[config.mk]
export PLATFORM = sky130hd
export DESIGN_NAME = length_prefixed_frame_receiver_unit
export DESIGN_NICKNAME = d
export VERILOG_FILES = /design/src/sv/lpfr_pkg.sv /design/src/sv/length_prefixed_frame_receiver_unit.sv
export SDC_FILE = /design/constraint.sdc
export NUM_CORES = 1
export LEC_CHECK = 0
export ABC_AREA = 1
export BUFFER_PORTS_ARGS = -buffer_cell sky130_fd_sc_hd__buf_2
export CORE_ASPECT_RATIO = 0.6
export CORE_MARGIN = 2
export CORE_UTILIZATION = 60
export CTS_BUF_LIST = sky130_fd_sc_hd__clkbuf_4
export DETAILED_ROUTE_END_ITERATION = 10
export PLACE_DENSITY = 0.79
export SLEW_MARGIN = 20
export SYNTH_ARGS = -nofsm -noshare
export SYNTH_HDL_FRONTEND = slang
export SYNTH_SLANG_ARGS = --single-unit
[constraint.sdc]
create_clock -name clk -period 4.8 [get_ports clk]
set_input_delay 0.72 -clock clk [delete_from_list [all_inputs] [get_ports clk]]
set_output_delay 0.72 -clock clk [all_outputs]
set_load 0.02 [all_outputs]
[src/sv/lpfr_pkg.sv]
// package for the length-prefixed frame receiver
// holds phase, frame class and register index types, event and field codes, layout constants and register defaults
// no dependencies
package lpfr_pkg;

    typedef enum logic [1:0] {
        PH_HDR0 = 2'd0,
        PH_HDR1 = 2'd1,
        PH_DATA = 2'd2
    } phase_t;

    typedef enum logic [1:0] {
        CLS_IGNORE = 2'd0,
        CLS_RECV   = 2'd1,
        CLS_STATUS = 2'd2
    } frame_class_t;

    typedef enum logic [1:0] {
        REG_MAX_LEN    = 2'd0,
        REG_RECV_OP    = 2'd1,
        REG_STATUS_OP  = 2'd2,
        REG_EVENTS_EN  = 2'd3
    } reg_index_t;

    localparam logic       EV_RECV       = 1'b0;
    localparam logic       EV_STATUS     = 1'b1;

    localparam logic [1:0] FK_ADDR       = 2'd0;
    localparam logic [1:0] FK_STRENGTH   = 2'd1;
    localparam logic [1:0] FK_DATA       = 2'd2;
    localparam logic [1:0] FK_STATUS     = 2'd3;

    localparam int         ADDR_BYTES       = 6;
    localparam int         STRENGTH_POS     = 6;
    localparam int         RECV_MIN_LEN     = 8;
    localparam int         RECV_DATA_OFFSET = 7;
    localparam int         STATUS_MIN_LEN   = 2;

    localparam logic [15:0] MAX_LEN_RESET   = 16'd250;
    localparam logic [7:0]  RECV_OP_RESET   = 8'd1;
    localparam logic [7:0]  STATUS_OP_RESET = 8'd2;
    localparam logic        EVENTS_EN_RESET = 1'b0;

endpackage

[src/sv/length_prefixed_frame_receiver_unit.sv]
// length-prefixed frame receiver, top level
// header parse, resync, frame classification and result register in one module
// depends on lpfr_pkg
//
// usage:
//   bytes from the link enter on in_valid/in_ready with rx_byte, one per transaction.
//   each byte causes at most one result on out_valid/out_ready carrying
//   event_kind, field_kind, byte_value, byte_index and last.
//   configuration registers are written on cfg_valid/cfg_ready with cfg_index and
//   cfg_data; cfg_ready is always high. write them only while the block is idle.
// path: an accepted byte passes the input register, then the result register, which
//   holds its result on the outputs.
// throughput: one byte per cycle while no result is held back by out_ready; the parse
//   step between the input register and the result register is combinational.
// stall: while a result waits in the output register and out_ready is low, the
//   input register holds its byte and in_ready drops once it is occupied.
// reset: rst_n clears the pipeline, waits for the first header byte and loads
//   the register defaults (limit 250, opcodes 1 and 2, events disabled).
module length_prefixed_frame_receiver_unit (
    input  logic                   clk,
    input  logic                   rst_n,
    input  logic                   in_valid,
    output logic                   in_ready,
    input  logic [7:0]             rx_byte,
    output logic                   out_valid,
    input  logic                   out_ready,
    output logic                   event_kind,
    output logic [1:0]             field_kind,
    output logic [7:0]             byte_value,
    output logic [15:0]            byte_index,
    output logic                   last,
    input  logic                   cfg_valid,
    output logic                   cfg_ready,
    input  lpfr_pkg::reg_index_t   cfg_index,
    input  logic [15:0]            cfg_data
);
    import lpfr_pkg::*;

    logic [15:0]  max_len_reg;
    logic [7:0]   recv_op_reg;
    logic [7:0]   status_op_reg;
    logic         events_en_reg;

    logic         in_valid_reg;
    logic [7:0]   in_byte_reg;

    phase_t       phase_reg, phase_next;
    logic [7:0]   header_low_reg, header_low_next;
    logic [15:0]  payload_len_reg, payload_len_next;
    logic [15:0]  bytes_seen_reg, bytes_seen_next;
    frame_class_t class_reg, class_next;

    logic         out_valid_reg;
    logic         event_kind_reg;
    logic [1:0]   field_kind_reg;
    logic [7:0]   byte_value_reg;
    logic [15:0]  byte_index_reg;
    logic         last_reg;

    logic         advance;
    logic         res_valid;
    logic         res_event;
    logic [1:0]   res_field;
    logic [15:0]  res_index;
    logic         res_last;

    logic [16:0]  seen_plus;
    logic         is_last;
    logic [15:0]  hdr_len;
    logic [15:0]  data_pos;

    assign cfg_ready  = 1'b1;
    assign advance    = !(out_valid_reg && !out_ready);
    assign in_ready   = !in_valid_reg || advance;

    assign seen_plus  = {1'b0, bytes_seen_reg} + 17'd1;
    assign is_last    = (seen_plus == {1'b0, payload_len_reg});
    assign hdr_len    = {in_byte_reg, header_low_reg};
    assign data_pos   = bytes_seen_reg - 16'd1;

    // configuration registers
    always_ff @(posedge clk or negedge rst_n)
    begin
        if (!rst_n)
        begin
            max_len_reg   <= MAX_LEN_RESET;
            recv_op_reg   <= RECV_OP_RESET;
            status_op_reg <= STATUS_OP_RESET;
            events_en_reg <= EVENTS_EN_RESET;
        end
        else if (cfg_valid)
        begin
            unique case (cfg_index)
                REG_MAX_LEN:   max_len_reg   <= cfg_data;
                REG_RECV_OP:   recv_op_reg   <= cfg_data[7:0];
                REG_STATUS_OP: status_op_reg <= cfg_data[7:0];
                REG_EVENTS_EN: events_en_reg <= cfg_data[0];
                default:       ;
            endcase
        end
    end

    // input register
    always_ff @(posedge clk or negedge rst_n)
    begin
        if (!rst_n)
        begin
            in_valid_reg <= 1'b0;
        end
        else if (in_ready)
        begin
            in_valid_reg <= in_valid;
        end
    end

    always_ff @(posedge clk)
    begin
        if (in_ready && in_valid)
        begin
            in_byte_reg <= rx_byte;
        end
    end

    // next state
    always_comb
    begin
        phase_next       = phase_reg;
        header_low_next  = header_low_reg;
        payload_len_next = payload_len_reg;
        bytes_seen_next  = bytes_seen_reg;
        class_next       = class_reg;
        unique case (phase_reg)
            PH_DATA:
            begin
                if (bytes_seen_reg == 16'd0)
                begin
                    class_next = CLS_IGNORE;
                    if (events_en_reg)
                    begin
                        if (in_byte_reg == recv_op_reg)
                        begin
                            if (payload_len_reg >= 16'(RECV_MIN_LEN))
                                class_next = CLS_RECV;
                        end
                        else if (in_byte_reg == status_op_reg)
                        begin
                            if (payload_len_reg >= 16'(STATUS_MIN_LEN))
                                class_next = CLS_STATUS;
                        end
                    end
                end
                bytes_seen_next = seen_plus[15:0];
                if (is_last)
                begin
                    phase_next      = PH_HDR0;
                    bytes_seen_next = 16'd0;
                    class_next      = CLS_IGNORE;
                end
            end
            PH_HDR1:
            begin
                if (hdr_len == 16'd0 || hdr_len > max_len_reg)
                begin
                    header_low_next = in_byte_reg;
                end
                else
                begin
                    payload_len_next = hdr_len;
                    bytes_seen_next  = 16'd0;
                    class_next       = CLS_IGNORE;
                    phase_next       = PH_DATA;
                end
            end
            default:
            begin
                header_low_next = in_byte_reg;
                phase_next      = PH_HDR1;
            end
        endcase
    end

    // result for the byte in the input register
    always_comb
    begin
        res_valid = 1'b0;
        res_event = EV_RECV;
        res_field = FK_ADDR;
        res_index = 16'd0;
        res_last  = is_last;
        if (phase_reg == PH_DATA && bytes_seen_reg != 16'd0)
        begin
            priority if (class_reg == CLS_RECV)
            begin
                res_valid = 1'b1;
                priority if (data_pos < 16'(ADDR_BYTES))
                begin
                    res_field = FK_ADDR;
                    res_index = data_pos;
                end
                else if (data_pos == 16'(STRENGTH_POS))
                begin
                    res_field = FK_STRENGTH;
                end
                else
                begin
                    res_field = FK_DATA;
                    res_index = data_pos - 16'(RECV_DATA_OFFSET);
                end
            end
            else if (class_reg == CLS_STATUS && bytes_seen_reg == 16'd1)
            begin
                res_valid = 1'b1;
                res_event = EV_STATUS;
                res_field = FK_STATUS;
                res_last  = 1'b1;
            end
            else
            begin
                res_valid = 1'b0;
            end
        end
    end

    // parse state
    always_ff @(posedge clk or negedge rst_n)
    begin
        if (!rst_n)
        begin
            phase_reg       <= PH_HDR0;
            header_low_reg  <= 8'd0;
            payload_len_reg <= 16'd0;
            bytes_seen_reg  <= 16'd0;
            class_reg       <= CLS_IGNORE;
        end
        else if (in_valid_reg && advance)
        begin
            phase_reg       <= phase_next;
            header_low_reg  <= header_low_next;
            payload_len_reg <= payload_len_next;
            bytes_seen_reg  <= bytes_seen_next;
            class_reg       <= class_next;
        end
    end

    // result register
    always_ff @(posedge clk or negedge rst_n)
    begin
        if (!rst_n)
        begin
            out_valid_reg <= 1'b0;
        end
        else if (advance)
        begin
            out_valid_reg <= in_valid_reg && res_valid;
        end
    end

    always_ff @(posedge clk)
    begin
        if (advance && in_valid_reg && res_valid)
        begin
            event_kind_reg <= res_event;
            field_kind_reg <= res_field;
            byte_value_reg <= in_byte_reg;
            byte_index_reg <= res_index;
            last_reg       <= res_last;
        end
    end

    assign out_valid  = out_valid_reg;
    assign event_kind = event_kind_reg;
    assign field_kind = field_kind_reg;
    assign byte_value = byte_value_reg;
    assign byte_index = byte_index_reg;
    assign last       = last_reg;

endmodule

==> results.md <==
Finish:
- The layout cell share with drive strength beyond 1 is 17.9%.
- The final-layout fill cell count is 995.
- The number of antenna repair diodes is 0.
- The final net count is 1011.
- The area growth from synthesis to layout is 9.39%.

Power and ir drop:
- In this run the power density over the cells is 496 nW/um2.
- The peak ir drop on the vdd network is 254 uV.
- In this run the static leakage power is 3.70 nW.

Floorplanning:
- The die area is 12600 um2.
- The effective utilization at floorplan is 61.8%.
- The floorplan core area is 11300 um2.
- The floorplan row count is 30.
- The die boundary height is 87.7 um.
- The number of ports placed on the die boundary is 62.
- From left edge to right edge, the die measures 144 um.

Placement:
- The HPWL after detailed placement is 13500 um.
- At the end of routability-driven placement, the weighted congestion stood at 0.970.
- Timing analysis after detailed placement gives a worst setup slack of 1.84 ns.
- In this run the tool buffered the top-level ports with 60 buffer cells.

Global route:
- The total overflow left after global routing is 0.
- The via count of the first global-routing pass came to 5535.
- The number of antenna violations at the first check in global routing came to 0.
- The maximum number of pins on one net before global-route repair is 80.
- Global routing used 29.8% of the available tracks across all layers.
- The wire length of the first global-routing pass is 28600 um.

Setup path:
- The worst stage delay on the critical path is 0.58 ns.
- The worst register-to-register path has a depth of 12.
- The largest fanout on the critical path is 28.
- The worst flop-to-flop path endpoint is byte_value[7].
- Traced cell by cell, the critical path runs through clkinv_2, ha_1, nand2_2, nor2_4, nand2_1, nand2_1, inv_1, nand3_1, inv_1, nor2_1, nor2_2, buf_4.
- The worst setup path is captured at a flip-flop.
- Among cell families on the critical path, the largest total delay comes from buffers and inverters.
- The kind of launch point of the worst setup path is a flip-flop.
- The worst setup path is of the flip-flop to flip-flop kind.
- In this run the critical register-to-register path is launched from bytes_seen_reg[0].
- The master of the slowest instance on the critical path is dfrtp_1.
- In this run the register-to-register setup slack is 1.76 ns.
- Data on the critical path is required at its endpoint by 4.98 ns.
- The critical path contains buffers and inverters numbering 4 combined.
- The arrival time of the worst setup path is 3.22 ns.

Timing:
- The number of endpoints with negative hold slack in the final report is 0.
- The final-report max-slew violation count is 0.
- The worst path in the final design needs a cycle of 3.04 ns, including I/O delays and setup.
- For the final routed database, the setup TNS stands at 0 ns.
- The highest achievable clock rate is 329 MHz.
- The portion of the clock cycle consumed by the worst path in the final layout is 63.2%.
- The setup skew after layout is 0.0228 ns.
- The worst slew margin relative to its limit is 36.3%.
- The actual transition at the worst max-transition pin is 0.953 ns.
- Setup violations remaining at the end of the flow were counted as 0.
- Setup repair after global routing left no endpoint under its margin.
- The slack of the critical path is 1.76 ns.

Yosys:
- By count the netlist is led by 262 x nand2_1, 85 x inv_1, 83 x nor2_1.
- Counting flops and latches in the post-synthesis netlist gives 115.
- The number of instances in the synthesized netlist is 897.
- Summed over all instances, the cell type with the most area after synthesis is dfrtp_1.
- Synthesis instantiated 42 different standard cells from the library.
- The cell area that synthesis handed to floorplanning was 7010 um2.
- The fraction of registers with async set/reset is 68.7%.
- By area the synthesized netlist is led by dfrtp_1 25%, edfxtp_1 15%, nand2_1 14%.
- The average instance area after synthesis is 7.81 um2.
- Of the post-synthesis cell area, the dominant cell type holds 25.3%.
- nand2_1 is the most common cell in the netlist.
- The number of nets in the synthesized netlist is 952.
- Sequential cells were found to cover 43.8% of the synthesized design area.
- Among all flip-flop cells after synthesis, the most frequent one is dfrtp_1.
- The synthesized design contains 36 enable-type register cells.
- During synthesis, Yosys emitted a total of 0 warnings.

Routing:
- The average wire per cell in the routed design is 15.6 um.
- The number of detailed-routing iterations run before antenna repair is 7.
- In the routed design, unresolved DRC markers number 0.
- The total routed wirelength is 17600 um.
- The via density per instance is 5.55.
- The number of vias after detailed routing is 6268.
- The first routing iteration left 633 violations.
- The number of antenna-violating nets in the routed design is 0.

Clocking:
- The number of clock buffers added by TritonCTS is 17.
- The clock root buffer is clkbuf_4.
- The H-tree was split into 4 levels.
- Post-CTS timing repair inserted 0 buffers for setup.
- The hold buffer count at cts is 0.
- The maximum buffer depth of the clock tree is 2.
- Clock-pin slew was measured on the worst setup and hold paths at 0.10 ns.
- The count of clock tree sinks is 115.
- The insertion delay of the later-clocked pin in the worst-skew pair is 0.53 ns.
- The TritonCTS clock tree is yes.
- Post-CTS repair changed the size of 0 cells.

Job:
- Max-cap violations in this run came to 0.

Outcome:
- The flow ran to the end, and the final reports show no timing, DRC or antenna violations.

Hold path:
- The worst hold path belongs to the class input port to async pin.
[where the power goes]
group          total, W  internal (W)  switching (W)
Clock          0.000706      0.000319       0.000387
Combinational   0.00174      0.000550        0.00119
Sequential      0.00135       0.00119       0.000160
Total           0.00380       0.00206        0.00174
[worst max-delay path by stage]
stage                 startpoint            end  depth (start not counted)
6_report       bytes_seen_reg[0]  byte_value[7]                         12
5_1_grt        bytes_seen_reg[0]  byte_value[6]                         12
4_1_cts        bytes_seen_reg[0]  byte_value[6]                         12
3_5_place_dp   bytes_seen_reg[0]  byte_value[3]                         12
3_3_place_gp   bytes_seen_reg[0]  byte_value[7]                         12
2_1_floorplan  bytes_seen_reg[0]  byte_index[0]                         12
[per-stage QoR]
step	utilization, %	cells	hold WS, ns	instance area (um2)	power (W)
after floorplan	-	897	0.424	7010	0.00265
after global placement	65.3	1097	0.474	7400	0.00303
after detailed placement	65.3	1097	0.484	7400	0.00306
after CTS	67.6	1129	0.348	7660	0.00376
after global routing	67.6	1129	0.257	7670	0.00408
final	67.6	1129	0.216	7670	0.00380
[layout by cell type (no fill, tap or decap), types with 6 or more instances in the layout]
cell,n
dfrtp_1,71
nand4_1,27
inv_2,17
buf_2,59
nor4_1,10
inv_1,85
a21oi_1,27
xor2_1,21
nor2_1,82
o21ai_0,51
dfstp_2,8
nor3_1,10
nand2_1,262
nand3_1,73
clkinv_1,6
nand2_2,15
edfxtp_1,36
nor2_2,10
nor2_4,13
ha_1,24
clkbuf_4,20
[layer usage]
metal / vias up / share of wire [%] / track usage, %
met5: - / 0 / 0
met4: 0 / 0.84 / 6.24
met3: 18 / 13 / 9.90
li1: 3041 / - / -
met2: 303 / 36 / 35.8
met1: 2906 / 51 / 50.1
[area by class of cell]
type                    instances  area [um2]  share of cell area [%]
clock inverters                12         116                    1.52
repair buffers                 64         337                    4.39
well taps                     160         200                    2.61
multi-input cells             652        3400                    44.3
inverters                     106         399                    5.21
flip-flops and latches        115        3070                    40.0
clock buffers                  20         150                    1.96
[kinds of logic (layout without fill, tap and decap cells)]
group | count (synthesis) | count (layout) | share of synthesized area (%)
flip-flops | 115 | 115 | 43.8
buffers and inverters | 130 | 202 | 7.80
adder cells (fa/ha/maj) | 24 | 24 | 4.28
AO/OA/AOI/OAI | 87 | 87 | 6.52
XOR/XNOR | 26 | 26 | 3.73
other | 1 | 1 | 0.0535
AND/OR/NAND/NOR | 514 | 514 | 33.8
Note: power is estimated with default switching activity, not from simulation.
